**src/rtl/lks_pkg.sv**
```systemverilog
// ----------------------------------------------------------------------------
// lks_pkg: shared definitions for the keyed LRU store
// Operation codes, sequencer states, fixed field widths and the control and
// status structs passed between the sequencer and the scan unit.
// ----------------------------------------------------------------------------
package lks_pkg;

   // Widths fixed by the request and response words.
   localparam int FIELD_W     = 32;
   localparam int OP_W        = 2;
   localparam int COUNT_OUT_W = 5;
   localparam int STAMP_W     = 64;

   typedef enum logic [OP_W-1:0] {
      OP_STORE  = 2'd0,
      OP_FIND   = 2'd1,
      OP_REMOVE = 2'd2,
      OP_CLEAR  = 2'd3
   } op_type;

   typedef enum logic [2:0] {
      ST_IDLE,
      ST_SCAN,
      ST_LAST,
      ST_UPDATE,
      ST_RESP
   } state_type;

   // Sequencer to scan unit.
   typedef struct packed {
      logic start;   // clear the running results before a new scan
      logic sample;  // entry data on the scan inputs is valid this cycle
   } scan_ctrl_type;

   // Scan unit to sequencer.
   typedef struct packed {
      logic hit;     // an entry with the search key was found
      logic victim;  // at least one valid entry was seen
      logic free;    // at least one empty slot was seen
   } scan_flags_type;

endpackage

```
**src/rtl/lks_ram.sv**
```systemverilog
// ----------------------------------------------------------------------------
// lks_ram: generic single-clock RAM
// One write port and one read port; read data is registered.
// ----------------------------------------------------------------------------
module lks_ram #(
   parameter int WIDTH = 32,
   parameter int DEPTH = 16
) (
   input  logic                                 clock,
   input  logic                                 wr_en,
   input  logic [(DEPTH > 1 ? $clog2(DEPTH) : 1)-1:0] wr_addr,
   input  logic [WIDTH-1:0]                     wr_data,
   input  logic                                 rd_en,
   input  logic [(DEPTH > 1 ? $clog2(DEPTH) : 1)-1:0] rd_addr,
   output logic [WIDTH-1:0]                     rd_data
);

   logic [WIDTH-1:0] mem_ff [DEPTH];
   logic [WIDTH-1:0] rd_data_ff;

   always_ff @(posedge clock) begin
      if (wr_en) begin
         mem_ff[wr_addr] <= wr_data;
      end
      if (rd_en) begin
         rd_data_ff <= mem_ff[rd_addr];
      end
   end

   assign rd_data = rd_data_ff;

endmodule

```
**src/rtl/lks_scan.sv**
```systemverilog
// ----------------------------------------------------------------------------
// lks_scan: shared key and stamp compare unit
// Sees one entry per cycle and keeps the matching slot, the slot with the
// smallest stamp and the lowest empty slot found so far.
// ----------------------------------------------------------------------------
module lks_scan #(
   parameter int DEPTH       = 16,
   parameter int KEY_WIDTH   = 32,
   parameter int VALUE_WIDTH = 32
) (
   input  logic                                       clock,
   input  logic                                       reset,
   input  lks_pkg::scan_ctrl_type                     ctrl,
   input  logic [KEY_WIDTH-1:0]                       search_key,
   input  logic [(DEPTH > 1 ? $clog2(DEPTH) : 1)-1:0] ent_idx,
   input  logic                                       ent_valid,
   input  logic [KEY_WIDTH-1:0]                       ent_key,
   input  logic [VALUE_WIDTH-1:0]                     ent_value,
   input  logic [lks_pkg::STAMP_W-1:0]                ent_stamp,
   output lks_pkg::scan_flags_type                    flags,
   output logic [(DEPTH > 1 ? $clog2(DEPTH) : 1)-1:0] match_slot,
   output logic [VALUE_WIDTH-1:0]                     match_value,
   output logic [(DEPTH > 1 ? $clog2(DEPTH) : 1)-1:0] victim_slot,
   output logic [KEY_WIDTH-1:0]                       victim_key,
   output logic [(DEPTH > 1 ? $clog2(DEPTH) : 1)-1:0] free_slot
);

   import lks_pkg::*;

   localparam int IDX_W = (DEPTH > 1) ? $clog2(DEPTH) : 1;

   scan_flags_type     flags_ff, flags_in;
   logic [IDX_W-1:0]   match_slot_ff, victim_slot_ff, free_slot_ff;
   logic [VALUE_WIDTH-1:0] match_value_ff;
   logic [KEY_WIDTH-1:0]   victim_key_ff;
   logic [STAMP_W-1:0]     victim_stamp_ff;
   logic is_match, is_older, is_free;

   // Strict less-than keeps the lowest slot among equal smallest stamps.
   assign is_match = ent_valid && (ent_key == search_key) && !flags_ff.hit;
   assign is_older = ent_valid && (!flags_ff.victim || (ent_stamp < victim_stamp_ff));
   assign is_free  = !ent_valid && !flags_ff.free;

   always_comb begin
      flags_in = flags_ff;
      if (ctrl.start) begin
         flags_in = '0;
      end else if (ctrl.sample) begin
         if (is_match) flags_in.hit    = 1'b1;
         if (is_older) flags_in.victim = 1'b1;
         if (is_free)  flags_in.free   = 1'b1;
      end
   end

   always_ff @(posedge clock) begin
      if (reset) begin
         flags_ff <= '0;
      end else begin
         flags_ff <= flags_in;
      end
   end

   always_ff @(posedge clock) begin
      if (ctrl.sample) begin
         if (is_match) begin
            match_slot_ff  <= ent_idx;
            match_value_ff <= ent_value;
         end
         if (is_older) begin
            victim_slot_ff  <= ent_idx;
            victim_key_ff   <= ent_key;
            victim_stamp_ff <= ent_stamp;
         end
         if (is_free) begin
            free_slot_ff <= ent_idx;
         end
      end
   end

   assign flags       = flags_ff;
   assign match_slot  = match_slot_ff;
   assign match_value = match_value_ff;
   assign victim_slot = victim_slot_ff;
   assign victim_key  = victim_key_ff;
   assign free_slot   = free_slot_ff;

endmodule

```
**src/rtl/lru_keyed_store.sv**
```systemverilog
// ----------------------------------------------------------------------------
// lru_keyed_store: fully associative key/value store with LRU replacement
// Timing: a clear gives its result word in the cycle after acceptance; every
// other operation walks all slots, then passes ST_LAST and ST_UPDATE before
// its word. The walk is set by the single read port of the entry RAM, which
// the scan reads one entry per cycle.
// Reset: synchronous; empties the store and zeroes the access counter.
// ----------------------------------------------------------------------------
module lru_keyed_store #(
   parameter int DEPTH       = 16,
   parameter int KEY_WIDTH   = 32,
   parameter int VALUE_WIDTH = 32
) (
   input  logic                              clock,
   input  logic                              reset,
   input  logic                              req_valid,
   output logic                              req_ready,
   input  logic [lks_pkg::OP_W-1:0]          req_operation,
   input  logic [lks_pkg::FIELD_W-1:0]       req_key,
   input  logic [lks_pkg::FIELD_W-1:0]       req_value,
   output logic                              rsp_valid,
   input  logic                              rsp_ready,
   output logic                              rsp_hit,
   output logic [lks_pkg::FIELD_W-1:0]       rsp_value_out,
   output logic                              rsp_evicted,
   output logic [lks_pkg::FIELD_W-1:0]       rsp_evicted_key,
   output logic [lks_pkg::COUNT_OUT_W-1:0]   rsp_count
);

   import lks_pkg::*;

   localparam int IDX_W   = (DEPTH > 1) ? $clog2(DEPTH) : 1;
   localparam int CNT_W   = $clog2(DEPTH + 1);
   localparam int ENT_W   = KEY_WIDTH + VALUE_WIDTH + STAMP_W;
   // Widths used to zero-extend or truncate between stored and port fields.
   localparam int KX_W    = (KEY_WIDTH > FIELD_W) ? KEY_WIDTH : FIELD_W;
   localparam int VX_W    = (VALUE_WIDTH > FIELD_W) ? VALUE_WIDTH : FIELD_W;
   localparam int CX_W    = (CNT_W > COUNT_OUT_W) ? CNT_W : COUNT_OUT_W;

   // Sequencer state.
   state_type state_ff, state_in;

   // Control registers.
   logic [DEPTH-1:0]   valid_ff, valid_in;
   logic [STAMP_W-1:0] counter_ff, counter_in;
   logic [CNT_W-1:0]   count_ff, count_in;
   logic               sample_ff, sample_in;

   // Payload registers.
   op_type                 op_ff, op_in;
   logic [KEY_WIDTH-1:0]   key_ff, key_in;
   logic [VALUE_WIDTH-1:0] value_ff, value_in;
   logic [IDX_W-1:0]       scan_idx_ff, scan_idx_in;
   logic [IDX_W-1:0]       sample_idx_ff, sample_idx_in;
   logic                   rsp_hit_ff, rsp_hit_in;
   logic [FIELD_W-1:0]     rsp_value_out_ff, rsp_value_out_in;
   logic                   rsp_evicted_ff, rsp_evicted_in;
   logic [FIELD_W-1:0]     rsp_evicted_key_ff, rsp_evicted_key_in;
   logic [COUNT_OUT_W-1:0] rsp_count_ff, rsp_count_in;

   // Entry RAM: {key, value, stamp} per slot.
   logic               ram_wr_en, ram_rd_en;
   logic [IDX_W-1:0]   ram_wr_addr;
   logic [ENT_W-1:0]   ram_wr_data, ram_rd_data;

   // Scan unit.
   scan_ctrl_type          scan_ctrl;
   scan_flags_type         scan_flags;
   logic [IDX_W-1:0]       match_slot, victim_slot, free_slot;
   logic [VALUE_WIDTH-1:0] match_value;
   logic [KEY_WIDTH-1:0]   victim_key;

   // Helpers for field resizing and the next stamp.
   logic [KX_W-1:0]    req_key_x, victim_key_x;
   logic [VX_W-1:0]    req_value_x, match_value_x;
   logic [CX_W-1:0]    count_x;
   logic [STAMP_W-1:0] new_stamp;
   logic               accept;

   assign accept        = req_valid && req_ready;
   assign req_key_x     = KX_W'(req_key);
   assign req_value_x   = VX_W'(req_value);
   assign victim_key_x  = KX_W'(victim_key);
   assign match_value_x = VX_W'(match_value);
   assign new_stamp     = counter_ff + STAMP_W'(1);

   lks_ram #(
      .WIDTH(ENT_W),
      .DEPTH(DEPTH)
   ) u_entry_ram (
      .clock   (clock),
      .wr_en   (ram_wr_en),
      .wr_addr (ram_wr_addr),
      .wr_data (ram_wr_data),
      .rd_en   (ram_rd_en),
      .rd_addr (scan_idx_ff),
      .rd_data (ram_rd_data)
   );

   // The valid bits do not change during a scan, so the bit for the entry
   // coming out of the RAM is picked with the delayed scan index.
   lks_scan #(
      .DEPTH       (DEPTH),
      .KEY_WIDTH   (KEY_WIDTH),
      .VALUE_WIDTH (VALUE_WIDTH)
   ) u_scan (
      .clock       (clock),
      .reset       (reset),
      .ctrl        (scan_ctrl),
      .search_key  (key_ff),
      .ent_idx     (sample_idx_ff),
      .ent_valid   (valid_ff[sample_idx_ff]),
      .ent_key     (ram_rd_data[ENT_W-1 -: KEY_WIDTH]),
      .ent_value   (ram_rd_data[STAMP_W +: VALUE_WIDTH]),
      .ent_stamp   (ram_rd_data[STAMP_W-1:0]),
      .flags       (scan_flags),
      .match_slot  (match_slot),
      .match_value (match_value),
      .victim_slot (victim_slot),
      .victim_key  (victim_key),
      .free_slot   (free_slot)
   );

   // Next state. A clear needs no scan and answers at once; every other
   // operation walks all slots, then passes ST_LAST and the write-back state.
   always_comb begin
      state_in = state_ff;
      case (state_ff)
         ST_IDLE: begin
            if (req_valid) begin
               if (op_type'(req_operation) == OP_CLEAR) begin
                  state_in = ST_RESP;
               end else begin
                  state_in = ST_SCAN;
               end
            end
         end
         ST_SCAN: begin
            if (scan_idx_ff == IDX_W'(DEPTH - 1)) begin
               state_in = ST_LAST;
            end
         end
         ST_LAST:   state_in = ST_UPDATE;
         ST_UPDATE: state_in = ST_RESP;
         ST_RESP: begin
            if (rsp_ready) begin
               state_in = ST_IDLE;
            end
         end
         default: state_in = ST_IDLE;
      endcase
   end

   // Handshake and unit controls decoded from the state.
   always_comb begin
      req_ready        = (state_ff == ST_IDLE);
      rsp_valid        = (state_ff == ST_RESP);
      ram_rd_en        = (state_ff == ST_SCAN);
      scan_ctrl.start  = accept && (op_type'(req_operation) != OP_CLEAR);
      scan_ctrl.sample = sample_ff;
   end

   // Datapath next values.
   always_comb begin
      op_in              = op_ff;
      key_in             = key_ff;
      value_in           = value_ff;
      valid_in           = valid_ff;
      counter_in         = counter_ff;
      count_in           = count_ff;
      scan_idx_in        = scan_idx_ff;
      sample_in          = (state_ff == ST_SCAN);
      sample_idx_in      = scan_idx_ff;
      rsp_hit_in         = rsp_hit_ff;
      rsp_value_out_in   = rsp_value_out_ff;
      rsp_evicted_in     = rsp_evicted_ff;
      rsp_evicted_key_in = rsp_evicted_key_ff;
      rsp_count_in       = rsp_count_ff;
      ram_wr_en          = 1'b0;
      ram_wr_addr        = match_slot;
      ram_wr_data        = {key_ff, value_ff, new_stamp};
      count_x            = '0;

      case (state_ff)
         ST_IDLE: begin
            if (req_valid) begin
               op_in       = op_type'(req_operation);
               key_in      = req_key_x[KEY_WIDTH-1:0];
               value_in    = req_value_x[VALUE_WIDTH-1:0];
               scan_idx_in = '0;
               if (op_type'(req_operation) == OP_CLEAR) begin
                  valid_in           = '0;
                  counter_in         = '0;
                  count_in           = '0;
                  rsp_hit_in         = 1'b0;
                  rsp_value_out_in   = '0;
                  rsp_evicted_in     = 1'b0;
                  rsp_evicted_key_in = '0;
                  rsp_count_in       = '0;
               end
            end
         end
         ST_SCAN: begin
            scan_idx_in = scan_idx_ff + IDX_W'(1);
         end
         ST_UPDATE: begin
            rsp_hit_in         = 1'b0;
            rsp_value_out_in   = '0;
            rsp_evicted_in     = 1'b0;
            rsp_evicted_key_in = '0;
            case (op_ff)
               OP_STORE: begin
                  counter_in = new_stamp;
                  ram_wr_en  = 1'b1;
                  if (scan_flags.hit) begin
                     // Present key: overwrite the value and refresh the stamp.
                     rsp_hit_in  = 1'b1;
                     ram_wr_addr = match_slot;
                  end else if (count_ff == CNT_W'(DEPTH)) begin
                     // Full store: the oldest slot is the only one that
                     // frees up, so the new entry lands there.
                     rsp_evicted_in     = 1'b1;
                     rsp_evicted_key_in = victim_key_x[FIELD_W-1:0];
                     ram_wr_addr        = victim_slot;
                  end else begin
                     // Room left: fill the lowest empty slot.
                     ram_wr_addr         = free_slot;
                     valid_in[free_slot] = 1'b1;
                     count_in            = count_ff + CNT_W'(1);
                  end
               end
               OP_FIND: begin
                  if (scan_flags.hit) begin
                     rsp_hit_in       = 1'b1;
                     rsp_value_out_in = match_value_x[FIELD_W-1:0];
                     counter_in       = new_stamp;
                     ram_wr_en        = 1'b1;
                     ram_wr_addr      = match_slot;
                     ram_wr_data      = {key_ff, match_value, new_stamp};
                  end
               end
               OP_REMOVE: begin
                  if (scan_flags.hit) begin
                     rsp_hit_in           = 1'b1;
                     valid_in[match_slot] = 1'b0;
                     count_in             = count_ff - CNT_W'(1);
                  end
               end
               default: begin
               end
            endcase
            count_x      = CX_W'(count_in);
            rsp_count_in = count_x[COUNT_OUT_W-1:0];
         end
         default: begin
         end
      endcase
   end

   always_ff @(posedge clock) begin
      if (reset) begin
         state_ff   <= ST_IDLE;
         valid_ff   <= '0;
         counter_ff <= '0;
         count_ff   <= '0;
         sample_ff  <= 1'b0;
      end else begin
         state_ff   <= state_in;
         valid_ff   <= valid_in;
         counter_ff <= counter_in;
         count_ff   <= count_in;
         sample_ff  <= sample_in;
      end
   end

   always_ff @(posedge clock) begin
      op_ff              <= op_in;
      key_ff             <= key_in;
      value_ff           <= value_in;
      scan_idx_ff        <= scan_idx_in;
      sample_idx_ff      <= sample_idx_in;
      rsp_hit_ff         <= rsp_hit_in;
      rsp_value_out_ff   <= rsp_value_out_in;
      rsp_evicted_ff     <= rsp_evicted_in;
      rsp_evicted_key_ff <= rsp_evicted_key_in;
      rsp_count_ff       <= rsp_count_in;
   end

   assign rsp_hit         = rsp_hit_ff;
   assign rsp_value_out   = rsp_value_out_ff;
   assign rsp_evicted     = rsp_evicted_ff;
   assign rsp_evicted_key = rsp_evicted_key_ff;
   assign rsp_count       = rsp_count_ff;

endmodule

```
**config.mk**
```make
export PLATFORM = sky130hd
export DESIGN_NAME = lru_keyed_store
export DESIGN_NICKNAME = d
export VERILOG_FILES = /design/src/rtl/lks_pkg.sv /design/src/rtl/lks_ram.sv /design/src/rtl/lks_scan.sv /design/src/rtl/lru_keyed_store.sv
export SDC_FILE = /design/constraint.sdc
export NUM_CORES = 2
export LEC_CHECK = 0
export ABC_AREA = 1
export ABC_CLOCK_PERIOD_IN_PS = 7050
export BUFFER_PORTS_ARGS = -buffer_cell sky130_fd_sc_hd__buf_2
export CORE_ASPECT_RATIO = 0.7
export CORE_MARGIN = 5
export CORE_UTILIZATION = 57
export CTS_CLUSTER_SIZE = 24
export DETAILED_ROUTE_END_ITERATION = 7
export MAX_ROUTING_LAYER = met4
export PLACE_DENSITY_LB_ADDON = 0.2
export SETUP_SLACK_MARGIN = 0.05
export SYNTH_ARGS = -nofsm -noshare
export SYNTH_HDL_FRONTEND = slang
export SYNTH_HIERARCHICAL = 1
export SYNTH_SLANG_ARGS = --single-unit
```
**constraint.sdc**
```tcl
create_clock -name clock -period 7.05 [get_ports clock]
set_input_delay 0.3525 -clock clock [delete_from_list [all_inputs] [get_ports clock]]
set_output_delay 0.3525 -clock clock [all_outputs]
set_load 0.03 [all_outputs]
```
==> impl_metrics.yaml <==
synthesis:
  yosysWarningCount: 6
  synth_nets: 9887
  yosysTopAreaCell: "edfxtp_1"
  synthTopCellsByArea: "edfxtp_1 (69%), nand2_1 (12%), nand3_1 (7.2%)"
  syn_area_mm2: 0.107
  ys.flop_type: "edfxtp_1"
  synth-edff-count: 2457
  synth_top_area_share_pct: 69.0
  syn-instance-count: 9750
  synth_top_cells_by_count: "nand2_1 (3292), edfxtp_1 (2457), nand3_1 (1537)"
  yosysSeqAreaShare_pct: 70.8
  synth-seq-cells: 2553
  async_flop_share_pct: 0
  syn_area_per_cell_um2: 11.0
  synth.distinct_cells: 50
  synth_most_common_cell: "nand2_1"
placement:
  placed_cells: 12000
  dpl_worst_slack_ps: 2150
  place_area_mm2: 0.110
  place_congestion: 0.873
  io_buffers: 142
  dp_hpwl_um: 148000
cells_and_area:
  drive_gt1_share_pct: 6.86
  area_delta_synth_final_pct: 10.3
  finalNetCount: 9990
  finalInstanceArea_mm2: 0.118
  fin_cells: 12500
  fin_util_pct: 63.0
drt:
  dr.pass1.iters: 8
  ant_nets: 0
  vias_per_cell: 5.68
  drt-total-wl_um: 280000
  drt_iter0_drc: 9138
  dr_total_vias: 71200
  drcViolationCount: 1
  wl_per_cell_um: 22.3
power:
  ir_worst_vdd_uv: 384
  p_per_area_mw_per_mm2: 362
  power_mw: 42.7
  p_leak_nw: 46.6
critical_path:
  criticalPathCategory: "flip-flop to flip-flop"
  cp_cell_sequence: "nand3_2, inv_2, nand2_1, nor2_2, nand2_2, inv_1, nand2_1, o211ai_1, nand3_1, nor2_4, buf_12"
  crit_path_frequent_cell: "nand2_1"
  cp.required_ps: 7560
  crit_family: "simple AND/OR/NAND/NOR gates"
  cp-start-kind: "flip-flop"
  worstSetupStartpoint: "state_ff[0]"
  cpPeakStageDelay_ps: 1190
  timing.rr.start: "state_ff[0]"
  end_kind: "flip-flop"
  slowest_stage: "nor2_4"
  cp_num_buf_inv: 3
  crit_arrival_ps: 5540
  critical_path.max_fanout: 52
run:
  cap_violations: 0
status:
  violations: "DRC"
  status: "finished, violations left"
sta:
  finalSetupViolCount: 0
  relSlewSlack_pct: 3.54
  finClkSkew_ps: 68.0
  finalCriticalPeriod_ps: 5030
  hold_viol_final: 0
  worstMarginPinSlew_ps: 1440
  drv_slew: 0
  fin_crit_sh_pct: 71.4
  final.setup.tns_ps: 0
  max_freq_mhz: 199
  whs_ps: 177
  grt_setup_unrepaired: "false"
  fin_ws_ps: 2020
floorplan:
  initial_core_util_pct: 57.1
  die_h_um: 372
  core_area_mm2: 0.187
  pin_count: 143
  rows: 133
  die_w_um: 528
  die-area_mm2: 0.197
grt:
  grt.total_usage_pct: 29.0
  first_global_vias: 67100
  use_met2_pct: 43.0
  grt_start_max_net_pins: 185
  grt_use_met1_pct: 43.3
  grt_pass1_wl_um: 420000
  met3_usage_pct: 4.27
  antenna_found_initial: 4
  globalRouteOverflowTotal: 0
  busiest_layer: "met1"
clock_tree:
  path_clk_slew_ps: 70
  h-tree-depth: 4
  insertion_delay_ps: 880
  cts.sinks: 2553
  numCtsBuffers: 238
  tritoncts: "built"
  root_buffer: "clkbuf_16"
  clk_path_buf_depth: 4
  ctsResizeCount: 0
min_path:
  worstHoldPathType: "input pin to flip-flop"
  min_from: "req_key[31]"
[area by class of cell]
type | instances | area (µm²)
Antenna cell | 3 | 7.51
Clock buffer | 304 | 6220
Clock inverter | 120 | 930
Fill cell | 14400 | 69200
Inverter | 1128 | 4280
Multi-Input combinational cell | 5594 | 24900
Sequential cell | 2553 | 75700
Tap cell | 2497 | 3120
Timing Repair Buffer | 338 | 2800
[repair_timing]
action                                 CTS  global route
hold buffers                            68             0
setup buffers                            0             0
endpoints found under the hold margin   69             0
[layer usage]
| layer | share of wire [%] | vias to the layer above |
|---|---|---|
| met5 | 0 | - |
| met4 | 2.1 | 0 |
| met3 | 9.9 | 423 |
| met2 | 45 | 3581 |
| met1 | 43 | 34500 |
| li1 | - | 32700 |
[cell usage in the layout (no fill, tap or decap), types with 78 or more instances in the layout]
cell	netlist	final
nand3_1	1537	1537
buf_4	74	92
buf_2	261	142
nand2_1	3292	3291
nor2_1	263	245
a21oi_1	132	130
o21ai_0	82	78
clkbuf_16	0	238
dfxtp_1	96	96
inv_1	1112	1108
edfxtp_1	2457	2457
[registers in the layout, summed over array words and instances, names as in the netlist, 2 cells and up]
name                    count
counter_ff                 64
sample_idx_ff               4
key_ff                     32
u_entry_ram/rd_data       128
u_scan/flags                3
sample_idx_in               4
rsp_count                   5
u_scan/match_slot           4
rsp_value_out              32
value_ff                   32
rsp_evicted_key            32
state_ff                    3
u_scan/victim_slot          4
u_scan/match_value         32
u_entry_ram/mem_ff       2048
u_scan/victim_stamp_ff     64
u_scan/victim_key          32
count_ff                    5
op_ff                       2
u_scan/free_slot            4
valid_ff                   16
[final timing paths]
check                                                    to  slack, ps  cells after the start
worst max-delay path            u_entry_ram/mem_ff[13][127]       2020                     11
worst min-delay path                             key_ff[31]        180                      2
worst max register to register  u_entry_ram/mem_ff[13][127]       2020                     11
worst min register to register       u_scan/match_value[21]        420                      0
[kinds of logic after synthesis]
group	count (synthesis)	share of synthesized area [%]
AND/OR/NAND/NOR	5231	20.6
flip-flops	2553	70.8
buffers and inverters	1603	6.22
AO/OA/AOI/OAI	240	1.17
adder cells (fa/ha/maj)	67	0.784
XOR/XNOR	56	0.459
[power breakdown]
| group | switching, mW | internal (mW) |
|---|---|---|
| clock | 5.46 | 6.67 |
| combinational | 8.87 | 3.14 |
| sequential | 0.598 | 18.0 |
| total | 14.9 | 27.8 |
[worst reg2reg max path: stages (launching register included)]
cell and delay, ps:
dfxtp_1 390, nand3_2 180, inv_2 340, nand2_1 160, nor2_2 290, nand2_2 580, inv_1 360, nand2_1 80
o211ai_1 160, nand3_1 390, nor2_4 1190, buf_12 500
Note: power is estimated with default switching activity, not from simulation.
